<file path="src/rtl/core/mbe_pkg.sv">
package mbe_pkg;

  // Number format: signed Q8.FRAC_BITS.
  localparam int FRAC_BITS = 24;
  localparam int W         = FRAC_BITS + 8;
  localparam int PROD_W    = 2 * W;
  localparam int SQ_W      = PROD_W - FRAC_BITS;

  // Configuration register indexes and reset values.
  localparam logic [7:0] CFG_ITER_LIMIT   = 8'd0;
  localparam logic [7:0] CFG_RADIUS_SQ    = 8'd1;
  localparam logic [7:0] ITER_LIMIT_RESET = 8'd250;
  localparam logic [6:0] RADIUS_SQ_RESET  = 7'd100;

  // Display glyphs.
  localparam logic [6:0] GLYPH_SPACE = 7'd32;
  localparam logic [6:0] GLYPH_BASE  = 7'd97;

  // Division of an escape count by ten: (n * 205) >> 11 is exact for n below 1024.
  localparam logic [7:0] TENS_RECIP = 8'd205;
  localparam int         TENS_SHIFT = 11;

  // Point mapping. A scaled offset k * 2^FRAC_BITS / d splits into
  // k * (2^FRAC_BITS / d) plus the rounded quotient of the small remainder term.
  localparam int REAL_DIV  = 40;
  localparam int IMAG_DIV  = 25;
  localparam int REAL_Q    = (1 << FRAC_BITS) / REAL_DIV;
  localparam int REAL_R    = (1 << FRAC_BITS) % REAL_DIV;
  localparam int IMAG_Q    = (1 << FRAC_BITS) / IMAG_DIV;
  localparam int IMAG_R    = (1 << FRAC_BITS) % IMAG_DIV;
  localparam int REAL_HALF = REAL_DIV / 2;
  localparam int IMAG_HALF = IMAG_DIV / 2;

  // Reciprocals for the remainder term, exact for 14-bit dividends.
  localparam logic [15:0] RECIP_40       = 16'd52429;
  localparam int          RECIP_40_SHIFT = 21;
  localparam logic [15:0] RECIP_25       = 16'd41944;
  localparam int          RECIP_25_SHIFT = 20;

  typedef struct packed {
    logic [7:0] row;
    logic [7:0] col;
  } in_item_t;

  typedef struct packed {
    logic       escaped;
    logic [7:0] iterations;
    logic [6:0] glyph;
  } out_item_t;

  // Request from the port logic to the iteration core.
  typedef struct packed {
    logic       go;
    in_item_t   item;
    logic [7:0] limit;
    logic [6:0] radius;
  } mbe_req_t;

  // Magnitude of a Q8 value; the most negative value maps to 2^(W-1).
  function automatic logic [W-1:0] mag(input logic signed [W-1:0] v);
    logic [W-1:0] u;
    u = v;
    return v[W-1] ? (~u + W'(1)) : u;
  endfunction

  // Real part: (20 - col) * 2^FRAC_BITS / 40, rounded half away from zero.
  function automatic logic [W-1:0] map_real(input logic [7:0] col);
    logic        neg;
    logic [7:0]  ak;
    logic [13:0] x;
    logic [29:0] xp;
    logic [W-1:0] q;
    neg = (col > 8'd20);
    ak  = neg ? (col - 8'd20) : (8'd20 - col);
    x   = 14'(14'(ak) * 14'(REAL_R)) + 14'(REAL_HALF);
    xp  = 30'(x) * 30'(RECIP_40);
    q   = W'(W'(ak) * W'(REAL_Q)) + W'(xp[29:RECIP_40_SHIFT]);
    return neg ? (~q + W'(1)) : q;
  endfunction

  // Imaginary part: (2*row - 25) * 2^FRAC_BITS / 25, rounded half away from zero.
  function automatic logic [W-1:0] map_imag(input logic [7:0] row);
    logic        neg;
    logic [8:0]  ak;
    logic [13:0] x;
    logic [29:0] xp;
    logic [W-1:0] q;
    neg = (row < 8'd13);
    ak  = neg ? (9'd25 - {row, 1'b0}) : ({row, 1'b0} - 9'd25);
    x   = 14'(14'(ak) * 14'(IMAG_R)) + 14'(IMAG_HALF);
    xp  = 30'(x) * 30'(RECIP_25);
    q   = W'(W'(ak) * W'(IMAG_Q)) + W'(xp[29:RECIP_25_SHIFT]);
    return neg ? (~q + W'(1)) : q;
  endfunction

endpackage

</file>
<file path="src/rtl/core/mbe_mul.sv">
// Shared unsigned multiplier with a registered product.
module mbe_mul (
  input  logic                          clk,
  input  logic [mbe_pkg::W-1:0]         a,
  input  logic [mbe_pkg::W-1:0]         b,
  output logic [mbe_pkg::PROD_W-1:0]    prod_r
);

  // The product register holds payload only, so it has no reset.
  always_ff @(posedge clk) begin
    prod_r <= mbe_pkg::PROD_W'(a) * mbe_pkg::PROD_W'(b);
  end

endmodule

</file>
<file path="src/rtl/core/mbe_core.sv">
// Iteration sequencer: maps the cell to a point, then runs the orbit
// through the shared multiplier, squaring, testing and updating in turn.
module mbe_core (
  input  logic               clk,
  input  logic               rst_n,
  input  mbe_pkg::mbe_req_t  req,
  output logic               busy,
  output logic               out_valid,
  output mbe_pkg::out_item_t out_data
);

  localparam int W      = mbe_pkg::W;
  localparam int SQ_W   = mbe_pkg::SQ_W;
  localparam int PROD_W = mbe_pkg::PROD_W;
  localparam int FRAC   = mbe_pkg::FRAC_BITS;
  localparam int RE_W   = SQ_W + 2;
  localparam int RI_W   = PROD_W - FRAC + 1;
  localparam int IM_W   = W + 3;
  localparam logic [RI_W-1:0] RI_LIM = RI_W'(1) << W;

  typedef enum logic [2:0] {
    ST_IDLE,
    ST_MAP,
    ST_SQ_R,
    ST_SQ_I,
    ST_TEST,
    ST_UPDATE
  } state_t;

  state_t               state_r, state_nxt;
  mbe_pkg::in_item_t    item_r, item_nxt;
  logic [W-1:0]         pr_r, pr_nxt;
  logic [W-1:0]         pi_r, pi_nxt;
  logic [W-1:0]         zr_r, zr_nxt;
  logic [W-1:0]         zi_r, zi_nxt;
  logic [SQ_W-1:0]      rr_r, rr_nxt;
  logic [SQ_W-1:0]      ii_r, ii_nxt;
  logic [7:0]           cnt_r, cnt_nxt;
  logic                 out_valid_r, out_valid_nxt;
  mbe_pkg::out_item_t   out_data_r, out_data_nxt;

  logic [W-1:0]         ar, ai, mul_a, mul_b;
  logic [PROD_W-1:0]    prod;
  logic [SQ_W-1:0]      sq_now;
  logic [SQ_W:0]        m2, thresh;
  logic [7:0]           esc_count;
  logic [15:0]          tens_prod;
  logic signed [RE_W-1:0] re_sum;
  logic [W-1:0]         re_sat;
  logic [RI_W-1:0]      ri;
  logic [W:0]           ri_cl;
  logic signed [IM_W-1:0] ci, im_sum;
  logic [W-1:0]         im_sat;
  logic                 ri_neg;

  // Operand selection for the shared multiplier.
  assign ar = mbe_pkg::mag(zr_r);
  assign ai = mbe_pkg::mag(zi_r);

  always_comb begin
    case (state_r)
      ST_SQ_R: begin
        mul_a = ar;
        mul_b = ar;
      end
      ST_SQ_I: begin
        mul_a = ai;
        mul_b = ai;
      end
      ST_TEST: begin
        mul_a = ar;
        mul_b = ai;
      end
      default: begin
        mul_a = ar;
        mul_b = ar;
      end
    endcase
  end

  mbe_mul u_mul (
    .clk    (clk),
    .a      (mul_a),
    .b      (mul_b),
    .prod_r (prod)
  );

  // Truncated square from the product register.
  assign sq_now = prod[PROD_W-1:FRAC];

  // Escape test on the sum of the two truncated squares.
  assign m2     = {1'b0, rr_r} + {1'b0, sq_now};
  assign thresh = (SQ_W+1)'({req.radius, {FRAC{1'b0}}});

  // Escape index and its glyph.
  assign esc_count = cnt_r - 8'd1;
  assign tens_prod = 16'(esc_count) * 16'(mbe_pkg::TENS_RECIP);

  // New real part: rr - ii + pr, saturated to the Q8 range.
  assign re_sum = $signed({2'b00, rr_r}) - $signed({2'b00, ii_r})
                + $signed({{(RE_W-W){pr_r[W-1]}}, pr_r});

  always_comb begin
    if (&re_sum[RE_W-1:W-1] || ~|re_sum[RE_W-1:W-1]) begin
      re_sat = re_sum[W-1:0];
    end else if (re_sum[RE_W-1]) begin
      re_sat = {1'b1, {(W-1){1'b0}}};
    end else begin
      re_sat = {1'b0, {(W-1){1'b1}}};
    end
  end

  // New imaginary part: signed, clamped 2*re*im plus pi, saturated.
  assign ri     = prod[PROD_W-1:FRAC-1];
  assign ri_cl  = (ri > RI_LIM) ? RI_LIM[W:0] : ri[W:0];
  assign ri_neg = zr_r[W-1] ^ zi_r[W-1];
  assign ci     = ri_neg ? -$signed({2'b00, ri_cl}) : $signed({2'b00, ri_cl});
  assign im_sum = ci + $signed({{(IM_W-W){pi_r[W-1]}}, pi_r});

  always_comb begin
    if (&im_sum[IM_W-1:W-1] || ~|im_sum[IM_W-1:W-1]) begin
      im_sat = im_sum[W-1:0];
    end else if (im_sum[IM_W-1]) begin
      im_sat = {1'b1, {(W-1){1'b0}}};
    end else begin
      im_sat = {1'b0, {(W-1){1'b1}}};
    end
  end

  // Sequencer next-state and datapath updates.
  always_comb begin
    state_nxt     = state_r;
    item_nxt      = item_r;
    pr_nxt        = pr_r;
    pi_nxt        = pi_r;
    zr_nxt        = zr_r;
    zi_nxt        = zi_r;
    rr_nxt        = rr_r;
    ii_nxt        = ii_r;
    cnt_nxt       = cnt_r;
    out_valid_nxt = 1'b0;
    out_data_nxt  = out_data_r;
    case (state_r)
      ST_IDLE: begin
        if (req.go) begin
          item_nxt  = req.item;
          state_nxt = ST_MAP;
        end
      end
      ST_MAP: begin
        pr_nxt    = mbe_pkg::map_real(item_r.col);
        pi_nxt    = mbe_pkg::map_imag(item_r.row);
        zr_nxt    = '0;
        zi_nxt    = '0;
        cnt_nxt   = 8'd0;
        state_nxt = ST_SQ_R;
      end
      ST_SQ_R: begin
        state_nxt = ST_SQ_I;
      end
      ST_SQ_I: begin
        rr_nxt    = sq_now;
        state_nxt = ST_TEST;
      end
      ST_TEST: begin
        ii_nxt = sq_now;
        if (m2 > thresh) begin
          out_valid_nxt           = 1'b1;
          out_data_nxt.escaped    = 1'b1;
          out_data_nxt.iterations = esc_count;
          out_data_nxt.glyph      = mbe_pkg::GLYPH_BASE
                                  + 7'(tens_prod[15:mbe_pkg::TENS_SHIFT]);
          state_nxt               = ST_IDLE;
        end else if (cnt_r == req.limit) begin
          out_valid_nxt           = 1'b1;
          out_data_nxt.escaped    = 1'b0;
          out_data_nxt.iterations = 8'd0;
          out_data_nxt.glyph      = mbe_pkg::GLYPH_SPACE;
          state_nxt               = ST_IDLE;
        end else begin
          state_nxt = ST_UPDATE;
        end
      end
      ST_UPDATE: begin
        zr_nxt    = re_sat;
        zi_nxt    = im_sat;
        cnt_nxt   = cnt_r + 8'd1;
        state_nxt = ST_SQ_R;
      end
      default: begin
        state_nxt = ST_IDLE;
      end
    endcase
  end

  // State, datapath and registered outputs.
  always_ff @(posedge clk) begin
    if (!rst_n) begin
      state_r     <= ST_IDLE;
      out_valid_r <= 1'b0;
    end else begin
      state_r     <= state_nxt;
      out_valid_r <= out_valid_nxt;
    end
    item_r     <= item_nxt;
    pr_r       <= pr_nxt;
    pi_r       <= pi_nxt;
    zr_r       <= zr_nxt;
    zi_r       <= zi_nxt;
    rr_r       <= rr_nxt;
    ii_r       <= ii_nxt;
    cnt_r      <= cnt_nxt;
    out_data_r <= out_data_nxt;
  end

  assign busy      = (state_r != ST_IDLE);
  assign out_valid = out_valid_r;
  assign out_data  = out_data_r;

endmodule

</file>
<file path="src/rtl/core/mandelbrot_escape_time_unit.sv">
// Channel  | Handshake              | Payload
// ---------+------------------------+---------------------------------------
// in       | start, busy            | in_data  (row, col)
// out      | out_valid (strobe)     | out_data (escaped, iterations, glyph)
// cfg      | cfg_valid, cfg_ready   | cfg_index, cfg_data
//
// An accepted item first has its cell mapped to a point; the orbit is then
// squared and tested, and each update is followed by another square and test.
// The squares re^2, im^2 and the cross term re*im all run on the one shared
// 32x32 multiplier. Busy stays high from acceptance until the result strobe,
// and no new item is taken while it is high; a new transaction may start in
// the strobe cycle. Results cannot be stalled by the receiver. Reset is
// synchronous, active low.
module mandelbrot_escape_time_unit (
  input  logic               clk,
  input  logic               rst_n,
  input  logic               start,
  output logic               busy,
  input  mbe_pkg::in_item_t  in_data,
  output logic               out_valid,
  output mbe_pkg::out_item_t out_data,
  input  logic               cfg_valid,
  output logic               cfg_ready,
  input  logic [7:0]         cfg_index,
  input  logic [7:0]         cfg_data
);

  logic [7:0]        limit_r, limit_nxt;
  logic [6:0]        radius_r, radius_nxt;
  mbe_pkg::mbe_req_t req;

  // Configuration writes are always taken; unknown indexes are dropped.
  assign cfg_ready = 1'b1;

  always_comb begin
    limit_nxt  = limit_r;
    radius_nxt = radius_r;
    if (cfg_valid && cfg_ready) begin
      if (cfg_index == mbe_pkg::CFG_ITER_LIMIT) begin
        limit_nxt = cfg_data;
      end else if (cfg_index == mbe_pkg::CFG_RADIUS_SQ) begin
        radius_nxt = cfg_data[6:0];
      end
    end
  end

  always_ff @(posedge clk) begin
    if (!rst_n) begin
      limit_r  <= mbe_pkg::ITER_LIMIT_RESET;
      radius_r <= mbe_pkg::RADIUS_SQ_RESET;
    end else begin
      limit_r  <= limit_nxt;
      radius_r <= radius_nxt;
    end
  end

  // Request to the iteration core.
  assign req.go     = start && !busy;
  assign req.item   = in_data;
  assign req.limit  = limit_r;
  assign req.radius = radius_r;

  mbe_core u_core (
    .clk       (clk),
    .rst_n     (rst_n),
    .req       (req),
    .busy      (busy),
    .out_valid (out_valid),
    .out_data  (out_data)
  );

endmodule

</file>
<file path="config.mk">
export PLATFORM = sky130hd
export DESIGN_NAME = mandelbrot_escape_time_unit
export DESIGN_NICKNAME = d
export VERILOG_FILES = /design/src/rtl/core/mbe_pkg.sv /design/src/rtl/core/mbe_mul.sv /design/src/rtl/core/mbe_core.sv /design/src/rtl/core/mandelbrot_escape_time_unit.sv
export SDC_FILE = /design/constraint.sdc
export NUM_CORES = 2
export LEC_CHECK = 0
export BUFFER_PORTS_ARGS = -buffer_cell sky130_fd_sc_hd__buf_2
export CAP_MARGIN = 0
export CELL_PAD_IN_SITES_DETAIL_PLACEMENT = 0
export CELL_PAD_IN_SITES_GLOBAL_PLACEMENT = 1
export CORE_MARGIN = 2
export CORE_UTILIZATION = 56
export DETAILED_ROUTE_END_ITERATION = 8
export GPL_TIMING_DRIVEN = 1
export PLACE_DENSITY_LB_ADDON = 0.3
export SKIP_LAST_GASP = 1
export SLEW_MARGIN = 15
export SYNTH_ARGS = -nofsm -noshare
export SYNTH_HDL_FRONTEND = slang
export SYNTH_SLANG_ARGS = --single-unit
</file>
<file path="constraint.sdc">
create_clock -name clk -period 21.7 [get_ports clk]
set_input_delay 2.17 -clock clk [delete_from_list [all_inputs] [get_ports clk]]
set_output_delay 2.17 -clock clk [all_outputs]
set_load 0.01 [all_outputs]
</file>
Word-level counts from Yosys, hierarchy flattened
Index checks and enable logic that the tools add are counted.
{"block": "op_classes", "addsub": 20, "mul": 6, "n_lt_le_gt_ge": 4, "eq_ne": 8, "n_mux": 25, "bitwise": 6, "reduce_logical": 22}
{"op": "$mux W32", "count": 10}
{"op": "$add A32 B1 Y32 const B", "count": 4}
{"op": "$not A32 Y32", "count": 4}
{"op": "$pmux W32 S2", "count": 2}
{"op": "$mul A32 B32 Y64", "count": 1}
{"op": "$add A41 B32 Y42", "count": 1}
{"op": "$add A40 B40 Y41", "count": 1}
{"op": "$gt A41 B31 Y1", "count": 1}
{"op": "$gt A41 B33 Y1 const B", "count": 1}
{"op": "$sub A40 B40 Y41", "count": 1}
{"op": "$add A35 B32 Y35", "count": 1}
{"op": "$mux W35", "count": 1}
{"op": "$neg A33 Y35", "count": 1}
{"op": "$mux W33", "count": 1}
{"op": "$add A29 B10 Y30", "count": 1}
{"op": "$mul A14 B16 Y30 const B", "count": 1}
{"op": "$add A27 B9 Y28", "count": 1}
{"op": "$mul A14 B13 Y27 const B", "count": 1}
{"op": "$mul A8 B18 Y26 const B", "count": 1}
{"op": "$mul A9 B16 Y25 const B", "count": 1}
{"op": "$mul A8 B8 Y16 const B", "count": 1}
{"op": "$mux W16", "count": 1}
{"op": "$pmux W8 S2", "count": 1}
{"op": "$mux W15", "count": 1}
{"op": "38 further kinds", "count": 51}
{"block": "totals", "reg_bits": 331, "input_bits": 36}

Depth between registers and ports, before layout
{"block": "depth", "depth_word": 10, "ltp_mapped": 47, "ltp_nobuf": 45}

Hierarchy
From an unflattened synthesis, not the netlist that was laid out.
{"block": "unflattened", "hier_cells": 7572, "hier_area_um2": 68346.8}
{"mod": "mbe_mul", "n_inst": 1, "cells_each": 3770, "area_per_inst_um2": 34645.7}
{"mod": "mbe_core", "n_inst": 1, "cells_each": 3729, "area_per_inst_um2": 33001.7}
{"mod": "mandelbrot_escape_time_unit", "n_inst": 1, "cells_each": 73, "area_per_inst_um2": 699.4}

Worst setup path after synthesis
OpenSTA, ideal clock, no wires.
{"block": "synth_timing", "path_type": "reg-to-reg", "from": "reg u_core.state_r[0]", "to": "reg u_core.u_mul.prod_r[44] in the netlist's numbering", "t_arrival_ps": 10208, "setup_slack_ps": 11420, "path_stages_with_launch": 36, "path_buffers": 5, "period_less_slack_ps": 10280, "cell_sequence": "dfxtp_1 clkbuf_1 nand3b_1 inv_1 clkbuf_1 nor2_1 clkbuf_1 clkbuf_1 a21oi_1 clkbuf_1 nand2_1 fa_1 inv_1 fa_1 fa_1 fa_1 fa_1 inv_1 fa_1 inv_1 fa_1 inv_1 fa_1 inv_1 ha_1 a21o_1 a21o_1 a21oi_1 nand2_1 nor2_1 a21oi_1 a21o_1 or3b_2 a211o_1 a21oi_1 xnor2_1"}
{"block": "synth_between", "elab_chain_cells": 4, "elab_cells_between_ends": 6, "classes_between": "mul: 1; eq/ne: 2; mux: 2; reduce/logical: 1"}
{"item": "from (decl)", "line_no": "mbe_core.sv:30", "text": "state_t state_r, state_nxt;"}
{"item": "from (signal assigned)", "line_no": "mbe_core.sv:202", "text": "state_r <= state_nxt;"}
{"item": "$eq A3 B2 Y1 / $eq A3 B3 Y1 (equally long branches)", "line_no": "mbe_core.sv:61", "text": "case (state_r)"}
{"item": "$reduce_or A2 Y1 (no line)"}
{"item": "$mux W32", "line_no": "mbe_core.sv:61"}
{"item": "$mul A32 B32 Y64 *", "line_no": "mbe_mul.sv:11", "text": "prod_r <= mbe_pkg::PROD_W'(a) * mbe_pkg::PROD_W'(b);"}
{"item": "to (signal assigned)", "line_no": "mbe_mul.sv:11"}
{"item": "to (decl)", "line_no": "mbe_mul.sv:6", "text": "output logic [mbe_pkg::PROD_W-1:0] prod_r"}
Mark *: on every way between the ends. The rest lies on a longest branch, timed or not.
A chain may end at the register's enable or synchronous reset.

Final worst setup path
{"block": "layout_timing", "from": "reg u_core.state_r[2]", "to": "reg u_core.u_mul.prod_r[63] in the netlist's numbering"}
The elaborated chain is that of the path after synthesis.

==> metrics.txt <==
status=finished clean; initial antenna violation count=5; vias in the first global route=around 53k; CTS HTree Levels=2; highest routed layer=met5; crit path time final=11.64 ns; Synth top area share=31.15%; crit path max-delay cell type=nor4_1; ys flop type=edfxtp_1; Setup crit end kind=flip-flop; crit start category=flip-flop; Unique masters post-synth=101; global-route wire length before repair=300,700 um; CTS clk-pin slew, worst paths=roughly 0.060 ns; asr flop ratio synth=0%; # setup viols final=0; Synth area leaders=fa_1, ha_1, edfxtp_1, inv_1, nand2_1; Initial DRT Pass Iterations=6; syn avg cell area=8.837 um^2; Clock Sinks=~310; Largest stage delay, worst path=0.95 ns; DRT Wirelength=roughly 190,000 um; largest area contributor in the netlist=fa_1; Pins Over Slew Limit=0; Seq. cell area=8648 um^2; synthesis-to-layout area growth=5.073%; period utilization=a little over half; CTS Hold Buffers Added=0; #FFs+latches synth=308; DR vias=51.75k; RSZ-0062 raised after global routing=false; sequential share of the synthesized area=about an eighth; Die Y=348.1 um; total gr overflow=0; dpl cells=8,900; Hold Vio Cnt, Final=0; post-cts resize count=0; initial core utilization=56.31%; Clock Latency Late Sink=0.58 ns; Hold WS=0.4947 ns; worst path arrival time=around 12 ns; Worst Setup Path Type=reg2reg; metal2 WL=slightly below 90,000 um; Num CTS Buffers=38; FILL cells=10.47k; Tightest Hold Check Type=reg2reg; HPWL after DPL=152,500 um; All-Layer GR Usage=31.78%; Die Area=121,200 um^2; Synth Net Count=9,277; input/output buffers=53; Multi-input gate area=51,600 um^2; DRC errors left=0; Setup TNS=0 ns; worst rel slew slack=16.94%; worst-path maximum fanout=79; CTS tree=built; Post-synth EDFFs=248; FP Rows=126; synthesis warning total=0; setup bufs post-CTS=0; Syn Inst Count=approximately 7.5k; Die X=348.1 um; IO Pins=55; Starting DRT DRC Count=roughly 3.9k; Clock Tree Root=clkbuf_16; Wirelength per Cell=20.96 um; fraction of layout cells with a size suffix above 1=4.762%; worst slew pin tran=about 1.2 ns; Peak Freq=85.93 MHz; largest net degree at the start of global routing=80; clock buffer depth=3; Req. time, crit path=about 22 ns; CORE AREA=between 100,000 and 150,000 um^2; dominant cell type by count on the critical path=fa_1; Routed Antenna Nets=0; Non-Filler Instances=8,971; M1 WL=81,530 um; Routed met3 length=14,720 um; synthesized area=66,320 um^2; Nets=a little over 9k; vias per cell=5.769; Final Skew=0.02200 ns; MaxCap Viol Count=0; Final Wtd Congestion=0.9432
-- synth_stat cells (all sizes together), types with 32 or more instances --
master,count
ha,704
o31ai,45
a31oi,46
nand2,1005
buf,41
nor3,99
inv,1377
nor2,415
a21o,227
edfxtp,248
fa,1032
or3,32
xor2,182
nand2b,51
o211ai,34
o21a,78
o21ai,220
nor2b,84
dfxtp,60
a21oi,310
xnor2,257
clkbuf,253
a211oi,37
o21bai,35
mux2i,42
nand4,48
nor4,37
nand3,75
and3,36
and2,126
-- final timing paths --
path                                         from                      end  slack (ns)  cells past startpoint
worst max-delay path            u_core.state_r[2]  u_core.u_mul.prod_r[63]       10.06                     34
worst min-delay path                   limit_r[6]               limit_r[6]        0.49                      2
worst max register to register  u_core.state_r[2]  u_core.u_mul.prod_r[63]       10.06                     34
worst min register to register         limit_r[6]               limit_r[6]        0.49                      2
-- metal layers --
layer,vias to the layer above,GRT usage [%]
met3,244,5.297
met5,-,0
met1,25790,44.48
met4,2,7.854
met2,1732,51.52
li1,23980,-
-- registers in the layout, indices dropped and copies added (netlist names) --
register and count:
u_core.zi_r 32, u_core.ii_r 40, u_core.pi_r 32, radius_r 7, u_core.pr_r 32, u_core.out_data 16, u_core.state_r 3, u_core.zr_r 32
u_core.cnt_r 8, u_core.rr_r 40, u_core.out_valid 1, limit_r 8, u_core.item_r 16, u_core.u_mul.prod_r 41
-- per-stage QoR --
| step | instance area [um^2] | worst slack [ns] | util, % |
|---|---|---|---|
| 6_report | 69680 | 10.06 | 59.17 |
| 5_1_grt | 69680 | 9.104 | 59.17 |
| 4_1_cts | 69680 | 10.18 | 59.17 |
| 3_5_place_dp | 68360 | 10.26 | 58.05 |
| 3_3_place_gp | 68360 | 10.40 | 58.05 |
| 2_1_floorplan | 66320 | 11.42 | - |
-- worst max-delay path: cells and delay by family, from the launching register on --
kind,cells,cell delay [ns]
flip-flops,1,0.55
buffers and inverters,9,2.03
adder cells (fa/ha/maj),9,4.42
XOR/XNOR,1,0.13
AND/OR/NAND/NOR,7,1.87
AO/OA/AOI/OAI,8,2.44
-- final cells by class --
| type | count | share of cell area [%] |
|---|---|---|
| clock inverters | 25 | 0.4363 |
| inverters | 1377 | 7.417 |
| flip-flops and latches | 308 | 12.41 |
| clock buffers | 45 | 1.462 |
| well taps | 1536 | 2.758 |
| repair buffers | 153 | 1.458 |
| multi-input cells | 5526 | 74.05 |
| diodes | 1 | 0.003591 |
-- kinds of logic (layout without fill, tap and decap cells) --
family	count (synthesis)	in the layout	synth area share, %
buffers and inverters	1671	1600	9.526
multiplexers	46	46	0.7018
XOR/XNOR	439	439	5.798
AND/OR/NAND/NOR	2099	2099	14.43
flip-flops	308	308	13.04
adder cells (fa/ha/maj)	1736	1736	44.43
AO/OA/AOI/OAI	1205	1205	12.07
other	1	2	0.005655
-- placed cells by master (no fill, tap or decap), drive strengths merged, types with 46 or more instances in the layout --
cell	Yosys	layout
a31oi	46	46
a21o	227	227
a21oi	310	310
o21a	78	78
and2	126	126
dfxtp	60	60
fa	1032	1032
nand4	48	48
xor2	182	182
nor3	99	99
nor2b	84	84
o21ai	220	220
nand3	75	75
ha	704	704
nand2b	51	51
nand2	1005	1005
edfxtp	248	248
xnor2	257	257
nor2	415	415
inv	1377	1381
buf	41	153
Power is left out: the tool's default activity adds up to more than one toggle a clock period on the data nets, which glitch-free logic cannot reach.
